**src/rtl/core/v4m_isqrt.sv**
```systemverilog
// Pipelined integer square root, one root bit per stage, 32 stages.
// Depends on nothing beyond the standard types.
module v4m_isqrt (
  input  logic        clk,
  input  logic [63:0] rad,
  output logic [31:0] root
);

  logic [63:0] rad_r [32];
  logic [32:0] rem_r [32];
  logic [31:0] q_r   [32];

  for (genvar k = 0; k < 32; k++) begin : g_stage
    logic [63:0] rad_p;
    logic [32:0] rem_p;
    logic [31:0] q_p;
    logic [34:0] rem_sh;
    logic [34:0] trial;
    always_comb begin
      if (k == 0) begin
        rad_p = rad;
        rem_p = '0;
        q_p   = '0;
      end else begin
        rad_p = rad_r[k-1];
        rem_p = rem_r[k-1];
        q_p   = q_r[k-1];
      end
      rem_sh = {rem_p, rad_p[63-2*k -: 2]};
      trial  = {1'b0, q_p, 2'b01};
    end
    always_ff @(posedge clk) begin
      rad_r[k] <= rad_p;
      if (rem_sh >= trial) begin
        rem_r[k] <= 33'(rem_sh - trial);
        q_r[k]   <= {q_p[30:0], 1'b1};
      end else begin
        rem_r[k] <= rem_sh[32:0];
        q_r[k]   <= {q_p[30:0], 1'b0};
      end
    end
  end

  assign root = q_r[31];

endmodule

```
**config.mk**
```make
export PLATFORM = sky130hd
export DESIGN_NAME = v4m_isqrt
export DESIGN_NICKNAME = d
export VERILOG_FILES = /design/src/rtl/core/v4m_isqrt.sv
export SDC_FILE = /design/constraint.sdc
export NUM_CORES = 2
export LEC_CHECK = 0
export BUFFER_PORTS_ARGS = -buffer_cell sky130_fd_sc_hd__buf_2
export CAP_MARGIN = 20
export CORE_MARGIN = 5
export CORE_UTILIZATION = 35
export CTS_CLUSTER_DIAMETER = 200
export CTS_CLUSTER_SIZE = 20
export DETAILED_ROUTE_END_ITERATION = 10
export GPL_TIMING_DRIVEN = 0
export PLACE_DENSITY = 0.53
export SETUP_SLACK_MARGIN = 0.1
export SLEW_MARGIN = 20
export SYNTH_ARGS = -nofsm -noshare
export SYNTH_HDL_FRONTEND = slang
export SYNTH_MEMORY_MAX_BITS = 65536
export SYNTH_SLANG_ARGS = --single-unit
```
**constraint.sdc**
```tcl
create_clock -name clk -period 4.9 [get_ports clk]
set_input_delay 0.735 -clock clk [delete_from_list [all_inputs] [get_ports clk]]
set_output_delay 0.735 -clock clk [all_outputs]
set_load 0.02 [all_outputs]
```
==> run_results.csv <==
group,metric,value,unit
timing,setup_viol,0,
synth,synth_nets,9535,
finish,multi_input_area,0.03767,sq mm
grt,antenna_found_initial,2,
finish,fin_cells,12632,
grt,met2_usage,0.2495,
timing,worstMarginPinSlew,1.009,ns
pwr,p_leak,0.04663,uW
pwr,vdd_ir_drop_max,335.8,uV
timing,rsz0062_at_grt,"no",
worst_setup_path,start_kind,"flop",
synth,synth.distinct_cells,92,
finish,drive_gt1_frac,0.04930,
die,die_w,519.7,microns
worst_setup_path,r2r-end,"rem_r[1][438]",
worst_setup_path,path_class,"reg2reg",
clock_tree,clk_pin_slew,0.08,ns
min_path,worstHoldStart,"rad_r[1][271]",
grt,top_usage_layer,"met2",
pwr,sequentialPowerShare,0.557,
grt,met1_usage,0.1894,
synth,synthTopCellsByArea,"dfxtp_1 55%, ha_1 7.7%, xor2_1 3.8%",
timing,min_period,4.556,ns
finish,area_delta_synth_final,10.42,%
finish,seqCellArea,0.04995,sq mm
clock_tree,cts_inserted_buffers,143,
synth,post-synth-top-area-cell,"dfxtp_1",
die,placeableCoreArea,0.2590,sq mm
min_path,hold_depth,0,
die,initial_core_util,0.3510,
synth,ys.warnings.count,0,
clock_tree,cts_sinks,2495,
place,port_buffers,96,
detailed_routing,routed_wl,200200,microns
worst_setup_path,worst-path-max-fanout,10,
worst_setup_path,r2r_start,"q_r[1][391]",
die,rows,187,
clock_tree,cts_tree,"yes",
pwr,p_sw,14020,uW
synth,syn-instance-count,8909,
timing,max_freq,219.5,MHz
timing,final-hold-violation-count,0,
job,drv_cap,0,
die,die_area,0.2700,sq mm
synth,yosysMostFrequentCell,"dfxtp_1",
pwr,power.share.switching,0.2994,
timing,finClkSkew,0.05649,ns
min_path,hold_end,"rad_r[1][335]",
timing,tns,0,ns
place,dp_cells,12408,
detailed_routing,vias,60809,
pwr,combPwrFrac,0.187,
worst_setup_path,cp-end-kind,"flop",
synth,async_flop_share,0,
timing,maxSlewViolCount,0,
detailed_routing,drt-pass1-iter-count,6,
place,place.gp.congestion,0.8888,
detailed_routing,ant_nets,0,
pwr,clkPwrFrac,0.256,
place,hpwl,156300,microns
synth,synth_common_cells,"2495 x dfxtp_1, 707 x inv_1, 565 x nor2_1, 561 x ha_1, 560 x nand2_1",
detailed_routing,routedWlPerCell,15.84,microns
grt,grt_pass1_vias,60860,
synth,yosysSeqAreaShare,0.5494,
synth,netlist.area_leader.share,0.5494,
worst_setup_path,critical_path_required,5.62,ns
synth,syn_area,0.09091,sq mm
finish,fin_nets,9840,
worst_setup_path,ff2ff_path_depth,14,
clock_tree,cts_root_buf,"clkbuf_16",
finish,finish.utilization,0.3876,
clock_tree,clk_latency,0.82,ns
worst_setup_path,reg2reg_slack,0.34,ns
detailed_routing,drc_errors,0,
clock_tree,clk_path_buf_depth,3,
synth,synth_edf_count,0,
grt,track_usage,0.1449,
clock_tree,h-tree-depth,4,
die,num_io_pins,97,
worst_setup_path,worstPathArrival,5.27,ns
grt,overflow,0,
finish,fillCellCount,25283,
run_status,status,"completed",
min_path,hp-class,"reg2reg",
grt,grtUsageMet3,0.02057,
grt,grt_max_degree,21,
detailed_routing,vias_per_cell,4.814,
pwr,powerDensity,466.7,mW/mm^2
grt,grt_pass1_wl,323200,microns
detailed_routing,dr.first_iter.drc_count,3605,
synth,synth_flop_cell,"dfxtp_1",
synth,avgSynthCellArea,10.20,sq um
pwr,p_int,32820,uW
timing,fin_crit_sh,0.9298,
die,die_y,519.7,microns
synth,yosys_register_bits,2495,
timing,maxSlewHeadroom,0.3208,
-- sequential cells by signal, indices dropped and copies added (netlist names) --
register  flops
rem_r       975
rad_r       992
q_r         528
-- metal layers --
layer | part of all wire | routed length, microns
met1 | 0.46 | 92450
met2 | 0.47 | 94820
met3 | 0.037 | 7362
met4 | 0.028 | 5517
met5 | 0 | 0
-- metrics by stage --
stage	power [uW]	worst slack [ns]	hold WS [ns]	area [sq um]
6_report	46850	0.3439	0.3001	100400
5_1_grt	49790	0.1497	0.3017	100400
4_1_cts	47630	0.1452	0.2985	100400
3_5_place_dp	35330	-0.6215	0.3121	95690
3_3_place_gp	35200	-0.6894	0.3096	95650
2_1_floorplan	32370	1.427	0.3096	90910
-- cell type report --
cell class,count,share of cell area
Sequential cell,2495,0.4976
Multi-Input combinational cell,5530,0.3752
Tap cell,3402,0.04240
Clock buffer,143,0.03565
Inverter,712,0.02662
Timing Repair Buffer,161,0.01122
Buffer,171,0.006731
Clock inverter,17,0.004525
Antenna cell,1,0.00002493
-- layout by cell type, fill, tap and decap left out, types with 17 or more instances in the layout --
cell	count
xor2_1	398
nor3_1	200
a21oi_1	559
nor2_1	565
o21a_1	94
ha_1	561
nor3b_1	20
xnor2_1	396
a211oi_1	48
or2_2	47
a21boi_0	22
or3_1	74
mux2i_1	17
nand4_1	89
clkbuf_16	143
dlygate4sd3_1	64
inv_1	707
nor4_1	119
dfxtp_1	2495
o31ai_1	60
o211ai_1	26
nand3b_1	21
mux2_2	87
nand2b_1	133
and3_1	47
or4_1	66
nand3_1	135
and2_1	31
o21ai_0	455
o21bai_1	57
nor2b_1	89
buf_2	101
a21o_1	247
nand2_1	560
a31oi_1	51
clkbuf_1	150
-- worst max-delay path: stages (launching register included) --
cell      delay (ns)
dfxtp_1         0.36
inv_1           0.05
ha_1            0.26
clkbuf_1        0.28
nand3_1         0.21
nor4_4          0.47
o21ai_0         0.24
and2_1          0.27
o221a_2         0.31
o21ai_0         0.41
a221o_1         0.26
a211o_1         0.46
clkbuf_2        0.44
clkbuf_2        0.33
a21oi_1         0.12
-- worst max path at each step --
stage	from	to	slack, ns
floorplan	q_r[1][391]	rem_r[1][432]	1.43
global placement	q_r[1][391]	rem_r[1][438]	-0.69
detailed placement	q_r[1][391]	rem_r[1][438]	-0.62
CTS	q_r[1][391]	rem_r[1][438]	0.15
global route	q_r[1][391]	rem_r[1][434]	0.15
finish	q_r[1][391]	rem_r[1][438]	0.34
-- repair_timing --
action | in CTS | in global routing
setup endpoints to repair | 27 | 51
hold buffers | 64 | 0
buffers inserted | 0 | 0
hold endpoints to repair | 64 | 0
resized for setup | 2 | 7
pin swaps | 0 | 0
-- kinds of logic after synthesis --
group,after synthesis,share of synthesized area
simple gates,2270,0.1245
other cells,1,0.00004125
flops,2495,0.5494
xor+xnor,794,0.07649
buf+inv,884,0.03682
mux,104,0.01265
fa+ha+maj,561,0.07721
compound gates,1800,0.1229
-- power groups by stage --
stage          Combinational (uW)  Clock (uW)  Sequential [uW]
6_report                     8780       12000            26100
5_1_grt                      9920       13400            26500
4_1_cts                      8820       12700            26100
3_5_place_dp                 8720           0            26600
3_3_place_gp                 8640           0            26600
2_1_floorplan                6780           0            25600
(Power assumes the default switching activity.)
